## src/rtl/blrt_pkg.sv

```systemverilog
// ----------------------------------------------------------------------------
// blrt_pkg: shared types and constants
// Sizes, command and event codes, sequencer states, chain and cell control, side clamp.
// ----------------------------------------------------------------------------
package blrt_pkg;

  localparam int ENTRIES   = 32;
  localparam int ENTRY_W   = 5;
  localparam int IDX_W     = $clog2(ENTRIES);
  localparam int CNT_W     = $clog2(ENTRIES + 1);
  localparam int SIDE_W    = 13;
  localparam int MAX_SIDE  = 4096;
  localparam int TEXEL_W   = 25;
  localparam int USAGE_W   = 32;
  localparam int CMD_W     = 3;
  localparam int EV_W      = 3;
  localparam int IN_W      = 40;
  localparam int OUT_W     = 48;
  localparam logic [USAGE_W-1:0] BUDGET_RST = 32'd268435456;

  typedef enum logic [CMD_W-1:0] {
    CMD_USE     = 3'd0,
    CMD_QUERY   = 3'd1,
    CMD_RELEASE = 3'd2,
    CMD_REL_ALL = 3'd3,
    CMD_EOF     = 3'd4
  } cmd_e;

  typedef enum logic [EV_W-1:0] {
    EV_HIT      = 3'd0,
    EV_LOADED   = 3'd1,
    EV_RELEASED = 3'd2,
    EV_NOCHG    = 3'd3,
    EV_EVICTED  = 3'd4,
    EV_DONE     = 3'd5
  } ev_e;

  typedef enum logic [3:0] {
    S_IDLE,
    S_DISPATCH,
    S_MUL,
    S_LOAD,
    S_MOVE,
    S_REPLY,
    S_FREE,
    S_RALL,
    S_EOF
  } state_e;

  typedef struct packed {
    logic               rm;
    logic               rm_by_pos;
    logic               wr;
    logic [IDX_W-1:0]   rm_pos;
    logic [IDX_W-1:0]   wr_pos;
    logic [ENTRY_W-1:0] key;
    logic [ENTRY_W-1:0] new_id;
    logic [CNT_W-1:0]   cnt;
  } chain_ctl_t;

  typedef struct packed {
    logic shift;
    logic write;
  } cell_ctl_t;

  function automatic logic [SIDE_W-1:0] sat_side(input logic [SIDE_W-1:0] v);
    logic [SIDE_W-1:0] r;
    r = v;
    if (v > SIDE_W'(MAX_SIDE)) r = SIDE_W'(MAX_SIDE);
    else if (v == '0) r = SIDE_W'(1);
    return r;
  endfunction

endpackage

```

## src/rtl/blrt_cell.sv

```systemverilog
// ----------------------------------------------------------------------------
// blrt_cell: one recency slot
// Holds one entry id; takes the id of the next newer slot on a shift.
// ----------------------------------------------------------------------------
module blrt_cell (
  input  logic                         clk_i,
  input  logic                         rst_ni,
  input  blrt_pkg::cell_ctl_t          ctl_i,
  input  logic [blrt_pkg::ENTRY_W-1:0] new_id_i,
  input  logic [blrt_pkg::ENTRY_W-1:0] upper_id_i,
  output logic [blrt_pkg::ENTRY_W-1:0] id_o
);

  logic [blrt_pkg::ENTRY_W-1:0] id_q, id_d;

  always_comb begin
    id_d = id_q;
    if (ctl_i.write) begin
      id_d = new_id_i;
    end else if (ctl_i.shift) begin
      id_d = upper_id_i;
    end
  end

  always_ff @(posedge clk_i or negedge rst_ni) begin
    if (!rst_ni) begin
      id_q <= '0;
    end else begin
      id_q <= id_d;
    end
  end

  assign id_o = id_q;

endmodule

```

## src/rtl/blrt_chain.sv

```systemverilog
// ----------------------------------------------------------------------------
// blrt_chain: recency order as a row of slots
// Slot 0 is least recent. Removal closes the gap, append writes one slot.
// ----------------------------------------------------------------------------
module blrt_chain (
  input  logic                         clk_i,
  input  logic                         rst_ni,
  input  blrt_pkg::chain_ctl_t         ctl_i,
  output logic [blrt_pkg::ENTRY_W-1:0] ids_o [blrt_pkg::ENTRIES]
);

  logic [blrt_pkg::ENTRIES-1:0] hit;
  logic [blrt_pkg::ENTRIES-1:0] ge;
  blrt_pkg::cell_ctl_t          cctl [blrt_pkg::ENTRIES];
  logic [blrt_pkg::ENTRY_W-1:0] upper [blrt_pkg::ENTRIES];

  always_comb begin
    for (int i = 0; i < blrt_pkg::ENTRIES; i++) begin
      if (ctl_i.rm_by_pos) begin
        hit[i] = (ctl_i.rm_pos == blrt_pkg::IDX_W'(i));
      end else begin
        hit[i] = (ids_o[i] == ctl_i.key) && (blrt_pkg::CNT_W'(i) < ctl_i.cnt);
      end
    end
    ge[0] = hit[0];
    for (int i = 1; i < blrt_pkg::ENTRIES; i++) begin
      ge[i] = ge[i-1] | hit[i];
    end
    for (int i = 0; i < blrt_pkg::ENTRIES; i++) begin
      cctl[i].shift = ctl_i.rm & ge[i];
      cctl[i].write = ctl_i.wr & (ctl_i.wr_pos == blrt_pkg::IDX_W'(i));
      upper[i]      = (i == blrt_pkg::ENTRIES - 1) ? '0 : ids_o[(i + 1) % blrt_pkg::ENTRIES];
    end
  end

  for (genvar g = 0; g < blrt_pkg::ENTRIES; g++) begin : g_cell
    blrt_cell u_cell (
      .clk_i      (clk_i),
      .rst_ni     (rst_ni),
      .ctl_i      (cctl[g]),
      .new_id_i   (ctl_i.new_id),
      .upper_id_i (upper[g]),
      .id_o       (ids_o[g])
    );
  end

endmodule

```

## src/rtl/budgeted_lru_residency_tracker.sv

```systemverilog
// ----------------------------------------------------------------------------
// budgeted_lru_residency_tracker: LRU residency with byte budget eviction
// Channel  Dir  Fields (low bit up)
// s_axis   in   tdata: command[2:0] entry[7:3] width[20:8] height[33:21]
// m_axis   out  tdata: result_entry[4:0] event_res[7:5] loaded_count[13:8]
//                      usage_bytes[45:14]; tlast: last
// cfg      in   cfg_wdata_i: memory_budget
// Use/query/release go through dispatch, multiply (loads only) and update.
// Release all walks every entry index; end of frame walks the recency chain
// from the least recent slot.
// Reset clears the residency, order and usage state at once; no clearing pass.
// A stalled output holds the sequencer in its emitting state.
// ----------------------------------------------------------------------------
module budgeted_lru_residency_tracker (
  input  logic                          clk_i,
  input  logic                          rst_ni,
  input  logic                          s_axis_tvalid_i,
  output logic                          s_axis_tready_o,
  input  logic [blrt_pkg::IN_W-1:0]     s_axis_tdata_i,  // command, entry, width, height
  output logic                          m_axis_tvalid_o,
  input  logic                          m_axis_tready_i,
  output logic [blrt_pkg::OUT_W-1:0]    m_axis_tdata_o,  // entry, event, count, usage
  output logic                          m_axis_tlast_o,
  input  logic                          cfg_we_i,
  input  logic [blrt_pkg::USAGE_W-1:0]  cfg_wdata_i
);

  localparam int EW = blrt_pkg::ENTRY_W;
  localparam int CW = blrt_pkg::CNT_W;
  localparam int IW = blrt_pkg::IDX_W;
  localparam int UW = blrt_pkg::USAGE_W;
  localparam int TW = blrt_pkg::TEXEL_W;
  localparam int SW = blrt_pkg::SIDE_W;
  localparam int N  = blrt_pkg::ENTRIES;

  blrt_pkg::state_e      state_q, state_d;
  logic [blrt_pkg::CMD_W-1:0] cmd_q;
  logic [EW-1:0]         e_q;
  logic [SW-1:0]         w_q, h_q;
  logic [TW-1:0]         texel_q;
  blrt_pkg::ev_e         ev_q, ev_d;
  logic [CW-1:0]         idx_q, pos_q, cnt_q, cnt_d;
  logic [UW-1:0]         usage_q, usage_d, budget_q;
  logic [N-1:0]          res_q, sk_q, used_q;
  logic [TW-1:0]         tex_mem [N];
  logic [EW-1:0]         ids [N];

  logic                  mv_q;
  logic [blrt_pkg::OUT_W-1:0] md_q;
  logic                  ml_q;

  logic                  out_free, valid_e, pos_in;
  logic [EW-1:0]         cur, mru, fe;
  logic [2*SW-1:0]       prod;
  logic [TW+1:0]         fbytes;
  logic [UW:0]           sum;
  logic [UW-1:0]         usage_add, usage_sub;

  logic                  emit, emit_last, do_load, do_free, set_used, clr_used;
  logic                  idx_inc, pos_inc;
  logic [EW-1:0]         emit_ent;
  blrt_pkg::ev_e         emit_ev;
  blrt_pkg::chain_ctl_t  cctl;

  blrt_chain u_chain (
    .clk_i  (clk_i),
    .rst_ni (rst_ni),
    .ctl_i  (cctl),
    .ids_o  (ids)
  );

  assign s_axis_tready_o = (state_q == blrt_pkg::S_IDLE);
  assign out_free  = !mv_q || m_axis_tready_i;
  assign valid_e   = ({1'b0, e_q} < CW'(N));
  assign pos_in    = (pos_q < cnt_q);
  assign cur       = ids[pos_q[IW-1:0]];
  assign mru       = ids[IW'(cnt_q - CW'(1))];
  assign prod      = w_q * h_q;

  always_comb begin
    fe = e_q;
    if (state_q == blrt_pkg::S_RALL) fe = EW'(idx_q);
    else if (state_q == blrt_pkg::S_EOF) fe = cur;
  end

  assign fbytes    = {tex_mem[fe[IW-1:0]], 2'b00};
  assign usage_sub = (UW'(fbytes) >= usage_q) ? '0 : usage_q - UW'(fbytes);
  assign sum       = {1'b0, usage_q} + (UW+1)'({texel_q, 2'b00});
  assign usage_add = sum[UW] ? '1 : sum[UW-1:0];

  // next state
  always_comb begin
    state_d = state_q;
    ev_d    = ev_q;
    unique case (state_q)
      blrt_pkg::S_IDLE: begin
        if (s_axis_tvalid_i) state_d = blrt_pkg::S_DISPATCH;
      end
      blrt_pkg::S_DISPATCH: begin
        state_d = blrt_pkg::S_REPLY;
        ev_d    = blrt_pkg::EV_NOCHG;
        if (cmd_q == blrt_pkg::CMD_REL_ALL) begin
          state_d = blrt_pkg::S_RALL;
        end else if (cmd_q == blrt_pkg::CMD_EOF) begin
          state_d = blrt_pkg::S_EOF;
        end else if (valid_e) begin
          priority case (cmd_q)
            blrt_pkg::CMD_USE: begin
              if (!res_q[e_q[IW-1:0]]) begin
                state_d = blrt_pkg::S_MUL;
              end else if (mru == e_q) begin
                ev_d = blrt_pkg::EV_HIT;
              end else begin
                state_d = blrt_pkg::S_MOVE;
              end
            end
            blrt_pkg::CMD_QUERY: begin
              if (!sk_q[e_q[IW-1:0]] && !res_q[e_q[IW-1:0]]) state_d = blrt_pkg::S_MUL;
            end
            blrt_pkg::CMD_RELEASE: begin
              if (res_q[e_q[IW-1:0]]) state_d = blrt_pkg::S_FREE;
            end
            default: state_d = blrt_pkg::S_REPLY;
          endcase
        end
      end
      blrt_pkg::S_MUL: state_d = blrt_pkg::S_LOAD;
      blrt_pkg::S_LOAD, blrt_pkg::S_MOVE, blrt_pkg::S_REPLY, blrt_pkg::S_FREE: begin
        if (out_free) state_d = blrt_pkg::S_IDLE;
      end
      blrt_pkg::S_RALL: begin
        if (idx_q == CW'(N) && out_free) state_d = blrt_pkg::S_IDLE;
      end
      blrt_pkg::S_EOF: begin
        if (!(pos_in && !used_q[cur[IW-1:0]]) && out_free) state_d = blrt_pkg::S_IDLE;
      end
      default: state_d = blrt_pkg::S_IDLE;
    endcase
  end

  // actions
  always_comb begin
    emit      = 1'b0;
    emit_last = 1'b1;
    emit_ent  = e_q;
    emit_ev   = ev_q;
    do_load   = 1'b0;
    do_free   = 1'b0;
    set_used  = 1'b0;
    clr_used  = 1'b0;
    idx_inc   = 1'b0;
    pos_inc   = 1'b0;
    cctl      = '0;
    cctl.cnt  = cnt_q;
    cctl.key  = fe;
    cctl.new_id = e_q;
    unique case (state_q)
      blrt_pkg::S_DISPATCH: begin
        set_used = (cmd_q == blrt_pkg::CMD_USE) && valid_e;
      end
      blrt_pkg::S_LOAD: begin
        if (out_free) begin
          do_load     = 1'b1;
          emit        = 1'b1;
          emit_ev     = blrt_pkg::EV_LOADED;
          cctl.wr     = 1'b1;
          cctl.wr_pos = IW'(cnt_q);
        end
      end
      blrt_pkg::S_MOVE: begin
        if (out_free) begin
          emit        = 1'b1;
          emit_ev     = blrt_pkg::EV_HIT;
          cctl.rm     = 1'b1;
          cctl.wr     = 1'b1;
          cctl.wr_pos = IW'(cnt_q - CW'(1));
        end
      end
      blrt_pkg::S_REPLY: begin
        emit = out_free;
      end
      blrt_pkg::S_FREE: begin
        if (out_free) begin
          do_free = 1'b1;
          emit    = 1'b1;
          emit_ev = blrt_pkg::EV_RELEASED;
          cctl.rm = 1'b1;
        end
      end
      blrt_pkg::S_RALL: begin
        if (idx_q == CW'(N)) begin
          emit     = out_free;
          emit_ent = '0;
          emit_ev  = blrt_pkg::EV_DONE;
        end else if (res_q[idx_q[IW-1:0]]) begin
          if (out_free) begin
            do_free   = 1'b1;
            emit      = 1'b1;
            emit_last = 1'b0;
            emit_ent  = fe;
            emit_ev   = blrt_pkg::EV_RELEASED;
            cctl.rm   = 1'b1;
            idx_inc   = 1'b1;
          end
        end else begin
          idx_inc = 1'b1;
        end
      end
      blrt_pkg::S_EOF: begin
        if (pos_in && !used_q[cur[IW-1:0]]) begin
          if (usage_q > budget_q) begin
            if (out_free) begin
              do_free        = 1'b1;
              emit           = 1'b1;
              emit_last      = 1'b0;
              emit_ent       = cur;
              emit_ev        = blrt_pkg::EV_EVICTED;
              cctl.rm        = 1'b1;
              cctl.rm_by_pos = 1'b1;
              cctl.rm_pos    = pos_q[IW-1:0];
            end
          end else begin
            pos_inc = 1'b1;
          end
        end else if (out_free) begin
          clr_used = 1'b1;
          emit     = 1'b1;
          emit_ent = '0;
          emit_ev  = blrt_pkg::EV_DONE;
        end
      end
      default: begin
      end
    endcase
  end

  always_comb begin
    cnt_d   = cnt_q;
    usage_d = usage_q;
    if (do_load) begin
      cnt_d   = cnt_q + CW'(1);
      usage_d = usage_add;
    end else if (do_free) begin
      cnt_d   = cnt_q - CW'(1);
      usage_d = usage_sub;
    end
  end

  always_ff @(posedge clk_i or negedge rst_ni) begin
    if (!rst_ni) begin
      state_q  <= blrt_pkg::S_IDLE;
      ev_q     <= blrt_pkg::EV_NOCHG;
      idx_q    <= '0;
      pos_q    <= '0;
      cnt_q    <= '0;
      usage_q  <= '0;
      budget_q <= blrt_pkg::BUDGET_RST;
      res_q    <= '0;
      sk_q     <= '0;
      used_q   <= '0;
      mv_q     <= 1'b0;
    end else begin
      state_q <= state_d;
      ev_q    <= ev_d;
      cnt_q   <= cnt_d;
      usage_q <= usage_d;
      if (cfg_we_i) budget_q <= cfg_wdata_i;
      if (state_q == blrt_pkg::S_DISPATCH) begin
        idx_q <= '0;
        pos_q <= '0;
      end else begin
        if (idx_inc) idx_q <= idx_q + CW'(1);
        if (pos_inc) pos_q <= pos_q + CW'(1);
      end
      if (set_used) used_q[e_q[IW-1:0]] <= 1'b1;
      if (clr_used) used_q <= used_q & ~res_q;
      if (do_load) begin
        res_q[e_q[IW-1:0]] <= 1'b1;
        sk_q[e_q[IW-1:0]]  <= 1'b1;
      end
      if (do_free) res_q[fe[IW-1:0]] <= 1'b0;
      if (emit) mv_q <= 1'b1;
      else if (m_axis_tready_i) mv_q <= 1'b0;
    end
  end

  always_ff @(posedge clk_i) begin
    if (s_axis_tvalid_i && s_axis_tready_o) begin
      cmd_q <= s_axis_tdata_i[2:0];
      e_q   <= s_axis_tdata_i[7:3];
      w_q   <= blrt_pkg::sat_side(s_axis_tdata_i[20:8]);
      h_q   <= blrt_pkg::sat_side(s_axis_tdata_i[33:21]);
    end
    if (state_q == blrt_pkg::S_MUL) texel_q <= prod[TW-1:0];
    if (do_load) tex_mem[e_q[IW-1:0]] <= texel_q;
    if (emit) begin
      md_q <= {2'b00, usage_d, cnt_d, emit_ev, emit_ent};
      ml_q <= emit_last;
    end
  end

  assign m_axis_tvalid_o = mv_q;
  assign m_axis_tdata_o  = md_q;
  assign m_axis_tlast_o  = ml_q;

endmodule

```

## config.mk

```make
export PLATFORM = sky130hd
export DESIGN_NAME = budgeted_lru_residency_tracker
export DESIGN_NICKNAME = d
export VERILOG_FILES = /design/src/rtl/blrt_pkg.sv /design/src/rtl/blrt_cell.sv /design/src/rtl/blrt_chain.sv /design/src/rtl/budgeted_lru_residency_tracker.sv
export SDC_FILE = /design/constraint.sdc
export NUM_CORES = 2
export LEC_CHECK = 0
export ABC_CLOCK_PERIOD_IN_PS = 22800
export BUFFER_PORTS_ARGS = -buffer_cell sky130_fd_sc_hd__buf_4
export CORE_ASPECT_RATIO = 0.7
export CORE_MARGIN = 2
export CORE_UTILIZATION = 68
export DETAILED_ROUTE_END_ITERATION = 10
export GPL_TIMING_DRIVEN = 0
export PLACE_DENSITY = 0.91
export SLEW_MARGIN = 20
export SYNTH_ARGS = -nofsm -noshare
export SYNTH_HDL_FRONTEND = slang
export SYNTH_SLANG_ARGS = --single-unit
```

## constraint.sdc

```tcl
create_clock -name clk_i -period 22.8 [get_ports clk_i]
set_input_delay 2.28 -clock clk_i [delete_from_list [all_inputs] [get_ports clk_i]]
set_output_delay 2.28 -clock clk_i [all_outputs]
set_load 0.005 [all_outputs]
```

==> run summary, run 1 <==
Mapped Avg Cell Area = 13.4 um2
CTS H-tree depth = 3
DP Area = 68,300 um2
Seq/Total Area, Yosys = 0.558
post-cts hold buffer count = 0
Placed Cells = 6,208
mux share of post-synthesis cell area = 0.136
status = aborted with a tool error
Synth Flop Type = edfxtp_1
vias in the first global route = 62,900
Mapped Cells = 4,773
Synth Area in Simple Gates = 0.0839
HPWL after DPL = 220 mm
CTS max path bufs = 3
largest net degree at the start of global routing = 96
compound-cell area share of the yosys netlist = 0.0912
Synth async-reset ratio = 0.275
clock sinks = 1,250
die height = 261 um
# Post-CTS Setup Buffers = 0
post-synthesis xor/xnor area fraction = 0.0318
register bit total from synthesis = 1,250
die extent in x = 371 um
total track usage = 0.794
number of enable-type register cells in the synthesized netlist = 906
Stop Error = [ERROR GRT-0116] Global routing finished with congestion. Check the congestion regions in the DRC Viewer.
post-cts resize count = 0
Starting Density = 0.685
Num CTS Buffers = 108
first-pass GRT wire length = 529 mm
Syn Std Cell Area = 64,200 um2
Synth Area in Adders = 0.0694
Synth area leader = edfxtp_1
Clock Tree Root = clkbuf_16
largest family of logic cells by synthesized area = multiplexers
share of the synthesized area in the top cell type = 0.424
Row Count = 94
GRT overflow = 2,048
I/O pin count = 128
Syn. warnings = 0
stopping stage = 5_1_grt
Port Buffer Count = 118
Synth cell types = 88
synth top area cells = edfxtp_1, dfrtp_1, mux4_2
RD Place Congestion = 1.09
==> kinds of logic after synthesis <==
logic type | count (synthesis)
muxes | 509
adders and majority gates | 283
DFF | 1250
and+or+nand+nor | 1124
AOI/OAI and AO/OA | 898
buffers and inverters | 475
xor gates and xnor gates | 233
other | 1
==> layer usage <==
metal / GRT usage / GRT overflow
met1: 0.844 / 94
met3: 0.679 / 63
met4: 0.665 / 672
met5: 0.438 / 9
met2: 0.925 / 1210
==> per-stage QoR <==
stage	hold WS [ns]	utilization	worst slack [ns]
after detailed placement	0.456	0.729	10.39
after CTS	0.478	0.768	9.80
after floorplan	0.434	-	15.24
after global placement	0.444	0.711	10.69
==> synth_stat cells, types with 29 or more instances <==
library cell  count
a21o_1           33
a21oi_1         261
a22oi_1         122
and2_1           84
and3_1           37
buf_1            29
clkbuf_1        191
dfrtp_1         342
edfxtp_1        906
fa_1            122
ha_1            161
inv_1           214
mux2i_1         208
mux4_2          289
nand2_1         373
nand3_1          75
nor2_1          267
nor2b_1          43
nor3_1           63
o21ai_0         169
o22a_1           34
or2_2            41
xnor2_1         167
xor2_1           66
==> run 2, diff against run 1 <==
- CORE_ASPECT_RATIO: 0.7 -> unset
- CORE_UTILIZATION: 68 -> 40
- PLACE_DENSITY: 0.91 -> unset
- PLACE_DENSITY_LB_ADDON: unset -> 0.15
==> run 2 against run 1 <==
The run now ends clean. Area after synthesis stayed put. Synthesized cell count stayed put.
==> run summary, run 2 <==
DR DRC count = 0
Syn Std Cell Area = 64,200 um2 (unchanged)
Crit path top cell by count = clkbuf_1
total track usage = 0.266
Mapped Cells = 4,773 (unchanged)
IR drop worst, VDD = 0.000192 V
Req. time, crit path = 23.30 ns
max_cap viols = 0
Finished Layout Cells = 7,287
Final Hold Violating Endpoints = 0
# Post-CTS Setup Buffers = 0 (unchanged)
register bit total from synthesis = 1,250 (unchanged)
Worst slew margin = 0.130
Row Count = 146 (was 94)
full die area = 164,000 um2
clk_skew = 0.0293 ns
fmax = 0.0872 GHz
# setup viols final = 0
min cycle time layout = 11.46 ns
Seq/Total Area, Yosys = 0.558 (unchanged)
DRT iter0 DRCs = 5,392
vias in the first global route = 42,600
commonest cells in the netlist = edfxtp_1, nand2_1, dfrtp_1 (unchanged)
Nets = 5,470
number of enable-type register cells in the synthesized netlist = 906 (unchanged)
Worst path slowest cell = buf_1
HPWL after DPL = 163 mm (was 220 mm)
Final Cycle Share = 0.503
drt total wl = 219 mm
Synth area leader = edfxtp_1 (unchanged)
CP Launch Type = flip-flop
first-pass GRT wire length = 312 mm
Num CTS Buffers = 137 (was 108)
PwrDens = 151 nW/um2
CTS max path bufs = 3 (unchanged)
worst slew pin tran = 1.30 ns
Worst-Skew Late Latency = 0.78 ns
Port Buffer Count = 118 (unchanged)
post-cts hold buffer count = 0 (unchanged)
Area Growth Syn to Fin = 15.1%
leak pwr = 27.4 nW
Starting Density = 0.404 (was 0.685)
share of cells above drive strength 1 = 0.166
max reg flops = 800
GRT overflow = 0
vias = 43,500
Via density = 5.97
largest family of logic cells by synthesized area = multiplexers (unchanged)
WL/cell = 30.0 um
die height = 405 um (was 261 um)
post-synthesis xor/xnor area fraction = 0.0318 (unchanged)
setup ws final = 11.34 ns
clock sinks = 1,250 (unchanged)
largest net degree at the start of global routing = 85
Mapped Avg Cell Area = 13.4 um2 (unchanged)
I/O pin count = 128 (unchanged)
Slew Limit Fails = 0
Finished Core Util = 0.465
Min-Delay Path Class = flip-flop to flip-flop
Synth Flop Type = edfxtp_1 (unchanged)
compound-cell area share of the yosys netlist = 0.0912 (unchanged)
share of the synthesized area in the top cell type = 0.424 (unchanged)
mux share of post-synthesis cell area = 0.136 (unchanged)
Synth Area in Adders = 0.0694 (unchanged)
WS Path Type = flip-flop to flip-flop
First-pass DRT Iterations = 6
status = completed (was aborted with a tool error)
CTS tree = built
die extent in x = 405 um (was 371 um)
post-cts resize count = 0 (unchanged)
most numerous cell in the Yosys netlist = edfxtp_1 (unchanged)
unrepaired setup endpoints after global routing = false
Synth async-reset ratio = 0.275 (unchanged)
Critical Path End Type = flip-flop
CTS clk-pin slew, worst paths = 0.06 ns
Place WS = 11.51 ns (was 10.39 ns)
initial antenna violation count = 2
core box area = 159,000 um2
critical path arrival = 11.96 ns
most common cell after layout, fill and taps aside = edfxtp_1
Synth cell types = 88 (unchanged)
Syn. warnings = 0 (unchanged)
Final Total Pwr = 0.0111 W
most frequent cells in the layout = edfxtp_1, nand2_1, dfrtp_1
Clock Tree Root = clkbuf_16 (unchanged)
synth top area cells = edfxtp_1, dfrtp_1, mux4_2 (unchanged)
Synth Area in Simple Gates = 0.0839 (unchanged)
RD Place Congestion = 1.00 (was 1.09)
max incr delay on CP = 0.90 ns
CTS H-tree depth = 4 (was 3)
Max FO, Critical Path = 10
Total Neg Setup Slack = 0 ns
Placed Cells = 7,034 (was 6,208)
Final ANT Viol Nets = 0
## run 2: through the flow
| stage | area (um2) | hold WS [ns] |
|---|---|---|
| global placement | 67700 | 0.444 |
| finish | 73800 | 0.462 |
| global route | 73800 | 0.477 |
| CTS | 73700 | 0.464 |
| floorplan | 64200 | 0.434 |
| detailed placement | 69300 | 0.449 |
## run 2: worst paths after layout
kind	startpoint	endpoint	slack (ns)	cells after the start
max	pos_q[4]	m_axis_tdata_o[44]	11.34	29
min	sk_q[7]	sk_q[7]	0.46	1
max reg2reg	pos_q[4]	m_axis_tdata_o[44]	11.34	29
min reg2reg	sk_q[7]	sk_q[7]	0.46	1
max in group asynchronous	rst_ni	u_chain.g_cell[25].u_cell.id_o[1]	19.77	4
min in group asynchronous	rst_ni	budget_q[6]	1.39	1
## run 2: layer usage
metal / part of all wire / wire [um] / vias up / global-route usage
met5: 0 / 0 / - / 0
met4: 0.026 / 5660 / 0 / 0.0731
met3: 0.087 / 19000 / 312 / 0.0548
met2: 0.44 / 95500 / 1977 / 0.395
met1: 0.45 / 98800 / 22500 / 0.397
li1: - / - / 18700 / -
## run 2: cells by family after synthesis
group,Yosys count
compound gates,898
xor+xnor,233
fa+ha+maj,283
buf+inv,475
flops,1250
mux,509
other cells,1
simple gates,1124
## run 2: final cells by class
cell class              count  area [um2]
diodes                      1        2.50
plain buffers             258        1100
clock buffers             177        3700
clock inverters            66         662
fillers                 14200       85100
inverters                 217         815
multi-input cells        3049       26800
flip-flops and latches   1250       35800
well taps                2072        2590
repair buffers            197        2300
## run 2: where the power goes
group | switching, W | leakage (nW) | internal, W
registers | 0.000322 | 12.7 | 0.00297
logic | 0.00347 | 12.7 | 0.00219
clock network | 0.000932 | 2.12 | 0.00125
total | 0.00472 | 27.4 | 0.00641
## run 2: critical path, delay by kind of cell (launching register included)
| family | cells | cell delay, ns |
|---|---|---|
| adder cells (fa/ha/maj) | 1 | 0.45 |
| AO/OA/AOI/OAI | 16 | 4.29 |
| flip-flops | 1 | 0.49 |
| AND/OR/NAND/NOR | 5 | 1.98 |
| buffers and inverters | 7 | 3.92 |
Note: power is estimated with default switching activity, not from simulation.
